$ cat src/rtl/core/smsd_pkg.sv
// Shared types and fixed field widths for the sample mean / std dev block.
// No dependencies.
package smsd_pkg;

    localparam int SAMPLE_W  = 16;  // width of the sample field
    localparam int MEAN_W    = 24;  // width of the mean field
    localparam int SD_W      = 24;  // width of the std dev field
    localparam int NCOUNT_W  = 9;   // width of the sample count field

    typedef struct packed {
        logic [MEAN_W-1:0]   mean_q8;
        logic [SD_W-1:0]     stddev_q8;
        logic [NCOUNT_W-1:0] sample_count;
        logic                overflowed;
    } smsd_result_t;

endpackage

$ cat src/rtl/core/smsd_calc.sv
// Sequencer for the end-of-set arithmetic: shift-add products, restoring
// divides and bitwise square root, all on one shared add/subtract unit.
// Depends on smsd_pkg.
module smsd_calc
    import smsd_pkg::*;
#(
    parameter int MAX_COUNT   = 256,
    parameter int SAMPLE_BITS = 16,
    parameter int FRAC_BITS   = 8
) (
    input  logic                                            aclk,
    input  logic                                            aresetn,
    input  logic                                            start,
    input  logic signed [SAMPLE_BITS+$clog2(MAX_COUNT):0]   start_sum,
    input  logic [2*SAMPLE_BITS+$clog2(MAX_COUNT)-1:0]      start_sq,
    input  logic [$clog2(MAX_COUNT+1)-1:0]                  start_n,
    input  logic                                            start_drop,
    output logic                                            busy,
    output logic                                            res_valid,
    input  logic                                            res_ready,
    output smsd_result_t                                    result
);

    localparam int CNT_W  = $clog2(MAX_COUNT + 1);
    localparam int SUM_W  = SAMPLE_BITS + $clog2(MAX_COUNT) + 1;
    localparam int SQ_W   = 2 * SAMPLE_BITS + $clog2(MAX_COUNT);
    localparam int NN_W   = 2 * CNT_W;
    localparam int D_W    = CNT_W + SQ_W;
    localparam int DS_W   = D_W + 2 * FRAC_BITS;
    localparam int Q_W    = SUM_W + FRAC_BITS;
    localparam int SQ_IT  = (DS_W + 1) / 2;
    localparam int AW     = DS_W + 1;
    localparam int ITER_W = $clog2(AW + 1);
    localparam logic [AW-1:0] ONE_INIT = AW'(1) << (2 * (SQ_IT - 1));

    typedef enum logic [7:0] {
        ST_IDLE  = 8'b0000_0001,
        ST_MNN   = 8'b0000_0010,
        ST_MNSQ  = 8'b0000_0100,
        ST_MSS   = 8'b0000_1000,
        ST_DVAR  = 8'b0001_0000,
        ST_SQRT  = 8'b0010_0000,
        ST_DMEAN = 8'b0100_0000,
        ST_DONE  = 8'b1000_0000
    } state_t;

    state_t              state_reg, state_next;
    logic [ITER_W-1:0]   iter_reg, iter_next;
    logic [AW-1:0]       acc_reg, acc_next;
    logic [AW-1:0]       mcand_reg, mcand_next;
    logic [SUM_W-1:0]    mplier_reg, mplier_next;
    logic [AW-1:0]       one_reg, one_next;
    logic [NN_W-1:0]     dvs_reg, dvs_next;
    logic [SUM_W-1:0]    smag_reg, smag_next;
    logic [SQ_W-1:0]     sq_reg, sq_next;
    logic [CNT_W-1:0]    n_reg, n_next;
    logic                neg_reg, neg_next;
    logic                drop_reg, drop_next;
    logic [SD_W-1:0]     sd_reg, sd_next;
    logic [MEAN_W-1:0]   mean_reg, mean_next;

    // shared unit
    logic [AW-1:0]       alu_a, alu_b;
    logic                alu_sub;
    logic [AW:0]         alu_full;
    logic [AW-1:0]       alu_y;
    logic                alu_carry;

    logic [AW-1:0]       acc_step;
    logic [AW-1:0]       rem_sh;
    logic [AW-1:0]       quot_new;
    logic [AW-1:0]       res_new;
    logic [AW+23:0]      res_ext;
    logic [AW+23:0]      quot_ext;
    logic [CNT_W+8:0]    n_ext;
    logic                last_iter;

    always_comb begin
        alu_a   = acc_reg;
        alu_b   = mcand_reg;
        alu_sub = 1'b0;
        case (state_reg)
            ST_MSS: begin
                alu_sub = 1'b1;
            end
            ST_DVAR: begin
                alu_a   = rem_sh;
                alu_b   = AW'(dvs_reg);
                alu_sub = 1'b1;
            end
            ST_DMEAN: begin
                alu_a   = rem_sh;
                alu_b   = AW'(n_reg);
                alu_sub = 1'b1;
            end
            ST_SQRT: begin
                alu_b   = mcand_reg | one_reg;
                alu_sub = 1'b1;
            end
            default: begin
                alu_sub = 1'b0;
            end
        endcase
    end

    assign rem_sh    = {acc_reg[AW-2:0], mcand_reg[AW-1]};
    assign alu_full  = {1'b0, alu_a} + {1'b0, (alu_sub ? ~alu_b : alu_b)}
                       + {{AW{1'b0}}, alu_sub};
    assign alu_y     = alu_full[AW-1:0];
    assign alu_carry = alu_full[AW];

    assign acc_step  = mplier_reg[0] ? alu_y : acc_reg;
    assign quot_new  = {mcand_reg[AW-2:0], alu_carry};
    assign res_new   = alu_carry ? ((mcand_reg >> 1) | one_reg) : (mcand_reg >> 1);
    assign res_ext   = {24'd0, res_new};
    assign quot_ext  = {24'd0, quot_new};
    assign n_ext     = {9'd0, n_reg};
    assign last_iter = (iter_reg == '0);

    always_comb begin
        state_next  = state_reg;
        iter_next   = iter_reg;
        acc_next    = acc_reg;
        mcand_next  = mcand_reg;
        mplier_next = mplier_reg;
        one_next    = one_reg;
        dvs_next    = dvs_reg;
        smag_next   = smag_reg;
        sq_next     = sq_reg;
        n_next      = n_reg;
        neg_next    = neg_reg;
        drop_next   = drop_reg;
        sd_next     = sd_reg;
        mean_next   = mean_reg;

        case (state_reg)
            ST_IDLE: begin
                if (start) begin
                    neg_next    = start_sum[SUM_W-1];
                    smag_next   = start_sum[SUM_W-1] ? SUM_W'(-start_sum)
                                                     : SUM_W'(start_sum);
                    sq_next     = start_sq;
                    n_next      = start_n;
                    drop_next   = start_drop;
                    acc_next    = '0;
                    mcand_next  = AW'(start_n);
                    mplier_next = SUM_W'(start_n);
                    iter_next   = ITER_W'(CNT_W - 1);
                    state_next  = ST_MNN;
                end
            end
            ST_MNN: begin
                // n * n into the accumulator, kept as the variance divisor
                acc_next    = acc_step;
                mcand_next  = mcand_reg << 1;
                mplier_next = mplier_reg >> 1;
                iter_next   = iter_reg - 1'b1;
                if (last_iter) begin
                    dvs_next    = acc_step[NN_W-1:0];
                    acc_next    = '0;
                    mcand_next  = AW'(sq_reg);
                    mplier_next = SUM_W'(n_reg);
                    iter_next   = ITER_W'(CNT_W - 1);
                    state_next  = ST_MNSQ;
                end
            end
            ST_MNSQ: begin
                acc_next    = acc_step;
                mcand_next  = mcand_reg << 1;
                mplier_next = mplier_reg >> 1;
                iter_next   = iter_reg - 1'b1;
                if (last_iter) begin
                    mcand_next  = AW'(smag_reg);
                    mplier_next = smag_reg;
                    iter_next   = ITER_W'(SUM_W - 1);
                    state_next  = ST_MSS;
                end
            end
            ST_MSS: begin
                // subtract sum^2 to leave D = n*sq - sum^2, never negative
                acc_next    = acc_step;
                mcand_next  = mcand_reg << 1;
                mplier_next = mplier_reg >> 1;
                iter_next   = iter_reg - 1'b1;
                if (last_iter) begin
                    mcand_next = acc_step << (AW - D_W);
                    acc_next   = '0;
                    iter_next  = ITER_W'(DS_W - 1);
                    state_next = ST_DVAR;
                end
            end
            ST_DVAR: begin
                acc_next   = alu_carry ? alu_y : rem_sh;
                mcand_next = quot_new;
                iter_next  = iter_reg - 1'b1;
                if (last_iter) begin
                    acc_next   = quot_new;
                    mcand_next = '0;
                    one_next   = ONE_INIT;
                    iter_next  = ITER_W'(SQ_IT - 1);
                    state_next = ST_SQRT;
                end
            end
            ST_SQRT: begin
                if (alu_carry) begin
                    acc_next = alu_y;
                end
                mcand_next = res_new;
                one_next   = one_reg >> 2;
                iter_next  = iter_reg - 1'b1;
                if (last_iter) begin
                    sd_next    = res_ext[SD_W-1:0];
                    acc_next   = '0;
                    mcand_next = AW'(smag_reg) << (AW - SUM_W);
                    iter_next  = ITER_W'(Q_W - 1);
                    state_next = ST_DMEAN;
                end
            end
            ST_DMEAN: begin
                acc_next   = alu_carry ? alu_y : rem_sh;
                mcand_next = quot_new;
                iter_next  = iter_reg - 1'b1;
                if (last_iter) begin
                    mean_next  = neg_reg ? MEAN_W'(-quot_ext[MEAN_W-1:0])
                                         : quot_ext[MEAN_W-1:0];
                    state_next = ST_DONE;
                end
            end
            ST_DONE: begin
                if (res_ready) begin
                    state_next = ST_IDLE;
                end
            end
            default: begin
                state_next = ST_IDLE;
            end
        endcase
    end

    always_ff @(posedge aclk) begin
        if (!aresetn) begin
            state_reg <= ST_IDLE;
        end else begin
            state_reg <= state_next;
        end
        iter_reg   <= iter_next;
        acc_reg    <= acc_next;
        mcand_reg  <= mcand_next;
        mplier_reg <= mplier_next;
        one_reg    <= one_next;
        dvs_reg    <= dvs_next;
        smag_reg   <= smag_next;
        sq_reg     <= sq_next;
        n_reg      <= n_next;
        neg_reg    <= neg_next;
        drop_reg   <= drop_next;
        sd_reg     <= sd_next;
        mean_reg   <= mean_next;
    end

    assign busy                = (state_reg != ST_IDLE);
    assign res_valid           = (state_reg == ST_DONE);
    assign result.mean_q8      = mean_reg;
    assign result.stddev_q8    = sd_reg;
    assign result.sample_count = n_ext[NCOUNT_W-1:0];
    assign result.overflowed   = drop_reg;

endmodule

$ cat src/rtl/core/sample_mean_and_std_dev_top.sv
// Top level: accumulators and output register round smsd_calc; uses smsd_pkg.
// Samples other than a set's last are taken one per cycle while the sequencer is
// idle. A last-marked request starts the shared add/subtract sequencer: s_ready
// stays low until it has handed its result to the output register, longer while
// that register still holds an unread result; m_valid rises as it ends.
// Synchronous active-low reset clears accumulators, sequencer and output valid.
module sample_mean_and_std_dev_top
    import smsd_pkg::*;
#(
    parameter int MAX_COUNT   = 256,
    parameter int SAMPLE_BITS = 16,
    parameter int FRAC_BITS   = 8
) (
    input  logic                        aclk,
    input  logic                        aresetn,
    input  logic                        s_valid,
    output logic                        s_ready,
    input  logic signed [SAMPLE_W-1:0]  s_sample,
    input  logic                        s_last,
    output logic                        m_valid,
    input  logic                        m_ready,
    output logic signed [MEAN_W-1:0]    m_mean_q8,
    output logic [SD_W-1:0]             m_stddev_q8,
    output logic [NCOUNT_W-1:0]         m_sample_count,
    output logic                        m_overflowed
);

    // Accumulator widths: the sum and sum of squares never wrap within
    // MAX_COUNT samples, so the end-of-set arithmetic is exact.
    localparam int CNT_W = $clog2(MAX_COUNT + 1);
    localparam int SUM_W = SAMPLE_BITS + $clog2(MAX_COUNT) + 1;
    localparam int SQ_W  = 2 * SAMPLE_BITS + $clog2(MAX_COUNT);

    logic signed [SUM_W-1:0] sum_reg, sum_next;
    logic [SQ_W-1:0]         sq_reg, sq_next;
    logic [CNT_W-1:0]        cnt_reg, cnt_next;
    logic                    drop_reg, drop_next;

    logic                    out_valid_reg, out_valid_next;
    smsd_result_t            out_res_reg, out_res_next;

    logic [SAMPLE_W+23:0]    in_ext;
    logic [SAMPLE_BITS-1:0]  samp_bits;
    logic [SAMPLE_BITS-1:0]  samp_mag;
    logic [2*SAMPLE_BITS-1:0] samp_sq;
    logic signed [SUM_W-1:0] samp_sum;
    logic                    in_accept;
    logic                    calc_start;
    logic                    calc_busy;
    logic                    calc_valid;
    logic                    calc_ready;
    smsd_result_t            calc_res;

    // Only the low SAMPLE_BITS of the sample take part; a wider setting than
    // the port simply sees zeros above bit 15.
    assign in_ext    = {24'd0, s_sample};
    assign samp_bits = in_ext[SAMPLE_BITS-1:0];
    assign samp_sum  = SUM_W'($signed(samp_bits));
    assign samp_mag  = samp_bits[SAMPLE_BITS-1] ? SAMPLE_BITS'(-samp_bits) : samp_bits;
    assign samp_sq   = samp_mag * samp_mag;

    // The sequencer owns the end-of-set work; no request is taken meanwhile.
    assign s_ready    = !calc_busy;
    assign in_accept  = s_valid && s_ready;
    assign calc_start = in_accept && s_last;

    always_comb begin
        sum_next  = sum_reg;
        sq_next   = sq_reg;
        cnt_next  = cnt_reg;
        drop_next = drop_reg;
        if (in_accept) begin
            if (cnt_reg < CNT_W'(MAX_COUNT)) begin
                sum_next = sum_reg + samp_sum;
                sq_next  = sq_reg + SQ_W'(samp_sq);
                cnt_next = cnt_reg + 1'b1;
            end else begin
                // full set: sample dropped, flagged in the result
                drop_next = 1'b1;
            end
        end
    end

    // Running totals, including the last sample, go to the sequencer; the
    // accumulators then clear for the next set.
    smsd_calc #(
        .MAX_COUNT   (MAX_COUNT),
        .SAMPLE_BITS (SAMPLE_BITS),
        .FRAC_BITS   (FRAC_BITS)
    ) u_calc (
        .aclk       (aclk),
        .aresetn    (aresetn),
        .start      (calc_start),
        .start_sum  (sum_next),
        .start_sq   (sq_next),
        .start_n    (cnt_next),
        .start_drop (drop_next),
        .busy       (calc_busy),
        .res_valid  (calc_valid),
        .res_ready  (calc_ready),
        .result     (calc_res)
    );

    // Output register: free, or emptied in this very cycle.
    assign calc_ready = !out_valid_reg || m_ready;

    always_comb begin
        out_valid_next = out_valid_reg;
        out_res_next   = out_res_reg;
        if (m_valid && m_ready) begin
            out_valid_next = 1'b0;
        end
        if (calc_valid && calc_ready) begin
            out_valid_next = 1'b1;
            out_res_next   = calc_res;
        end
    end

    always_ff @(posedge aclk) begin
        if (!aresetn) begin
            sum_reg       <= '0;
            sq_reg        <= '0;
            cnt_reg       <= '0;
            drop_reg      <= 1'b0;
            out_valid_reg <= 1'b0;
        end else begin
            if (calc_start) begin
                sum_reg  <= '0;
                sq_reg   <= '0;
                cnt_reg  <= '0;
                drop_reg <= 1'b0;
            end else begin
                sum_reg  <= sum_next;
                sq_reg   <= sq_next;
                cnt_reg  <= cnt_next;
                drop_reg <= drop_next;
            end
            out_valid_reg <= out_valid_next;
        end
        out_res_reg <= out_res_next;
    end

    assign m_valid        = out_valid_reg;
    assign m_mean_q8      = out_res_reg.mean_q8;
    assign m_stddev_q8    = out_res_reg.stddev_q8;
    assign m_sample_count = out_res_reg.sample_count;
    assign m_overflowed   = out_res_reg.overflowed;

endmodule
$ cat config.mk
export PLATFORM = sky130hd
export DESIGN_NAME = sample_mean_and_std_dev_top
export DESIGN_NICKNAME = d
export VERILOG_FILES = /design/src/rtl/core/smsd_pkg.sv /design/src/rtl/core/smsd_calc.sv /design/src/rtl/core/sample_mean_and_std_dev_top.sv
export SDC_FILE = /design/constraint.sdc
export NUM_CORES = 2
export LEC_CHECK = 0
export ABC_AREA = 1
export CORE_ASPECT_RATIO = 0.7
export CORE_UTILIZATION = 35
export CTS_BUF_LIST = sky130_fd_sc_hd__clkbuf_8
export DETAILED_ROUTE_END_ITERATION = 12
export DONT_BUFFER_PORTS = 1
export HOLD_SLACK_MARGIN = 0.12
export PLACE_DENSITY = 0.46
export SYNTH_ARGS = -nofsm -noshare
export SYNTH_HDL_FRONTEND = slang
export SYNTH_SLANG_ARGS = --single-unit
$ cat constraint.sdc
create_clock -name aclk -period 12.9 [get_ports aclk]
set_clock_uncertainty 0.15 [all_clocks]
set_input_delay 2.58 -clock aclk [delete_from_list [all_inputs] [get_ports aclk]]
set_output_delay 2.58 -clock aclk [all_outputs]
set_load 0.05 [all_outputs]
After elaboration in Yosys (flattened, before gate mapping)
Cells that the tools add are included.
{ "totals": {"register_bits": 514, "word_cells": 140} }
{ "op_classes": {"add_sub_neg": 9, "n_mul": 1, "order_cmp": 1, "n_eq_ne": 18, "n_mux": 54, "bitwise_logic": 4, "reduce_logical": 29} }
{ "op_table": {"columns": ["operator", "count"], "rows": [
  ["66-bit 2-to-1 mux", 17],
  ["66-bit case mux with 7 select lines", 1],
  ["66-bit case mux with 6 select lines", 1],
  ["66-bit case mux with 3 select lines", 1],
  ["66-bit case mux with 2 select lines", 1],
  ["25-bit 2-to-1 mux", 4],
  ["25-bit case mux with 4 select lines", 1],
  ["40-bit 2-to-1 mux", 2],
  ["24-bit 2-to-1 mux", 3],
  ["66-bit by 66-bit adder with 67-bit output", 1],
  ["67-bit by 1-bit adder with 67-bit output", 1],
  ["66-bit inverter", 1],
  ["65-bit by 66-bit OR with 66-bit output", 1],
  ["66-bit OR", 1],
  ["8-bit 2-to-1 mux", 8],
  ["8-bit case mux with 8 select lines", 1],
  ["7-bit case mux with 6 select lines", 1],
  ["40-bit by 32-bit adder with 40-bit output", 1],
  ["7-bit 2-to-1 mux", 5],
  ["16-bit by 16-bit multiplier with 32-bit output", 1],
  ["25-bit by 16-bit adder with 25-bit output", 1],
  ["25-bit negator", 1],
  ["24-bit negator", 1],
  ["9-bit 2-to-1 mux", 2],
  ["other kinds (32)", 58]
]} }

Longest topological paths before layout
{ "depth": {"depth_word": 9, "mapped_depth": 43, "ltp_nobuf": 42} }

Modules after synthesis
From an unflattened synthesis, not the netlist that was laid out.
{ "unflattened": {"hier_cells": 5180, "area_unflattened_um2": 40148.5} }
{ "modules_own_cells": {"columns": ["module", "n_inst", "cells_per_inst", "area_each_um2", "seq_area_each_um2"], "rows": [
  ["smsd_calc", 1, 2986, 23935.5, 10339.9],
  ["sample_mean_and_std_dev_top", 1, 2194, 16213.0, 3263.1]
]} }

Worst setup path before layout
OpenSTA, ideal clock, no wires.
{ "synth_path": {"kind": "input-to-reg", "from": "in s_sample[0]", "to": "reg u_calc.sq_reg[23], data pin", "arrival_time_ns": 9.668, "required_time_ns": 12.499, "slack_ns": 2.832, "path_stages": 34, "path_cell_list": "inv_1 > clkbuf_1 > ha_1 > inv_1 > nor3_1 > a21oi_1 > xor2_1 > clkinv_1 > nor2_1 > inv_1 > fa_1 > inv_1 > fa_1 > inv_1 > fa_1 > inv_1 > fa_1 > fa_1 > inv_1 > fa_1 > inv_1 > ha_1 > a21oi_1 > inv_1 > a21oi_1 > o21ai_0 > a21oi_1 > inv_1 > a21oi_1 > o21ai_0 > xor2_1 > or2_2 > nand2_1 > inv_1"} }
{ "synth_between": {"elab_chain_cells": 6} }
{ "synth_lines": {"columns": ["item", "line", "source"], "rows": [
  ["from (decl)", "sample_mean_and_std_dev_top.sv:18", "input logic signed [SAMPLE_W-1:0] s_sample,"],
  ["16-bit negator", "sample_mean_and_std_dev_top.sv:59", "assign samp_mag = samp_bits[SAMPLE_BITS-1] ? SAMPLE_BITS'(-samp_bits) : samp_bits;"],
  ["16-bit 2-to-1 mux *", "sample_mean_and_std_dev_top.sv:59", null],
  ["16-bit by 16-bit multiplier with 32-bit output *", "sample_mean_and_std_dev_top.sv:60", "assign samp_sq = samp_mag * samp_mag;"],
  ["40-bit by 32-bit adder with 40-bit output *", "sample_mean_and_std_dev_top.sv:75", "sq_next = sq_reg + SQ_W'(samp_sq);"],
  ["40-bit 2-to-1 mux *", "sample_mean_and_std_dev_top.sv:73", "if (cnt_reg < CNT_W'(MAX_COUNT)) begin"],
  ["40-bit 2-to-1 mux *", "sample_mean_and_std_dev_top.sv:72", "if (in_accept) begin"],
  ["named net sq_next[23]", "sample_mean_and_std_dev_top.sv:35", "logic [SQ_W-1:0] sq_reg, sq_next;"],
  ["to (signal assigned)", "smsd_calc.sv:253", "sq_reg <= sq_next;"],
  ["to (decl)", "smsd_calc.sv:55", "logic [SQ_W-1:0] sq_reg, sq_next;"]
]} }
The timed path passes the listed nets; every way through them passes the cells marked *.
A chain may end at the register's enable or synchronous reset.

Final worst setup path
{ "layout_path": {"from": "in s_sample[3]", "to": "reg u_calc.sq_reg[38], data pin"} }
The elaborated chain is that of the path after synthesis.

==> out/qor.csv <==
metric,value,unit
status,"finished, final reports clean",
drive_gt1_frac,0.0591,
slew_headroom,0.178,
period_share,0.779,
hold_viol,0,
synth_area_leaders,"edfxtp_1, fa_1, nand2_1",
postCtsSetupBuffers,0,
synth_edf_count,397,
fmax,0.0995,GHz
cts_resized,0,
hold_path_class,flip-flop to flip-flop,
worst_pin_slew,1220,ps
wire_per_inst,24.1,um
final_cell_mix,"nand2_1, inv_1, nor2_1, edfxtp_1, o21ai_0",
synth_top_cell_area_share,0.308,
numCtsBuffers,87,
clkTransAtPathRegs,60,ps
rsz0062_at_grt,false,
ys.flop_type,edfxtp_1,
syn_avg_cell_area,7.90,um^2
layout_commonest_cell,nand2_1,
setup_violations,0,
wl,154000,um
clock_sink_count,481,
antenna_found_initial,6,
cts_tree,built,
start_kind,input pin,
clk_path_buf_depth,3,
period_needed,10050,ps
syn_inst,4897,
path_class,input pin to flip-flop,
drtIter0Drc,4154,
gp_congestion,0.950,
slew_viol_final,0,
worstSkewPairLatency,790,ps
yosysSeqAreaShare,0.352,
ios,81,
die_height,280,um
viasPerCell,5.43,
grt_pass1_wl,226000,um
die_w,399,um
dpl.hpwl,121000,um
critPathCaptureType,flip-flop,
critPathMaxFanout,11,
dr.pass1.iters,7,
coreArea,0.109,mm^2
rows,101,
grt_pass1_vias,32931,
fp.dieArea,0.112,mm^2
cap_violations,0,
htree_num_levels,3,
fin_nets,5308,
slowest_stage,fa_1,
track_usage,0.275,
drc,0,
cp_num_buf_inv,13,
area_growth,8.87,%
cp_slowest_stage_delay,540,ps
netlist_area,0.0387,mm^2
synth-async-reset-ratio,0,
vias,34792,
overflow,0,
postRouteAntennaNets,0,
required,13260,ps
synth_cell_types,66,
start_util,0.355,
hold_slack,267,ps
ys_warn_count,0,
crit_path_frequent_cell,inv_1,
cts_root_buffer,clkbuf_8,
portBuffers,0,
worstPathArrival,10410,ps
fin_setup_tns,0,ps
synth-seq-cells,481,
fillers,11400,
ctsHoldBuffers,0,
crit_family,adder cells,
synth.largest_area_cell,edfxtp_1,
grt_max_degree,71,
## area by class of cell
| class | count | area [um^2] | share of cell area |
|---|---|---|---|
| Multi-Input combinational cell | 3405 | 21400 | 0.507 |
| Sequential cell | 481 | 13600 | 0.323 |
| Inverter | 860 | 3230 | 0.0767 |
| Tap cell | 1442 | 1800 | 0.0428 |
| Clock buffer | 95 | 1310 | 0.0310 |
| Timing Repair Buffer | 57 | 428 | 0.0102 |
| Clock inverter | 63 | 393 | 0.00933 |
| Antenna cell | 3 | 7.51 | 0.000178 |
## cells by family (layout without fill, tap and decap cells)
family / after synthesis / in the layout / synth area share
flops: 481 / 481 / 0.352
mux: 1 / 1 / 0.000259
buf+inv: 1019 / 1075 / 0.100
simple gates: 1898 / 1898 / 0.205
xor+xnor: 134 / 134 / 0.0303
other cells: 2 / 13 / 0.000194
compound gates: 967 / 967 / 0.147
fa+ha+maj: 395 / 395 / 0.166
## worst reg2reg max path: cells and delay by family, from the launching register on
family | cells | cell delay (ps)
buffers and inverters | 9 | 3080
AND/OR/NAND/NOR | 11 | 2780
AO/OA/AOI/OAI | 7 | 1240
adder cells (fa/ha/maj) | 1 | 420
flip-flops | 1 | 330
## Yosys cell counts (14+ instances only)
cell type  number
o22ai_1        15
a22oi_1        55
fa_1          195
edfxtp_1      397
or2_2          40
nand3b_1       22
nor2_1        501
a221oi_1       27
nand4_1        31
o21ai_0       343
nand3_1       238
o2111ai_1      26
a21oi_1       311
o211ai_1       36
clkbuf_1      120
ha_1          200
o21a_1         27
a31oi_1        14
inv_2          14
o21ai_1        17
nor3_1         38
xnor2_1        40
xor2_1         94
dfxtp_1        84
a21o_1         19
inv_1         839
buf_2          22
nand2_1       980
## metrics by stage
stage / util / cell area (um^2) / instances / setup WS, ps
detailed placement: 0.371 / 40400 / 6245 / 2140
finish: 0.386 / 42100 / 6406 / 2850
floorplan: - / 38700 / 4905 / 2830
CTS: 0.386 / 42100 / 6403 / 2930
global placement: 0.371 / 40400 / 6245 / 2230
global route: 0.386 / 42100 / 6406 / 2170
## per-layer routing
| layer | global-route usage | vias to the layer above | wire (um) |
|---|---|---|---|
| met3 | 0.0549 | 166 | 13400 |
| met5 | 0 | - | 27 |
| met2 | 0.383 | 1468 | 60900 |
| met4 | 0.0505 | 4 | 2570 |
| li1 | - | 16126 | - |
| met1 | 0.433 | 17028 | 77500 |
## final timing paths
path	startpoint	to	slack, ps	cells after the start
worst min register to register	u_calc.sd_reg[20]	m_stddev_q8[20]	270	0
worst max register to register	u_calc.state_reg[3]	u_calc.acc_reg[37]	4720	28
worst max-delay path	s_sample[3]	u_calc.sq_reg[38]	2850	41
worst min-delay path	u_calc.sd_reg[20]	m_stddev_q8[20]	270	0
Power is not shown: default switching activity piles up to over one toggle a cycle in this logic, so the estimate is an artifact.
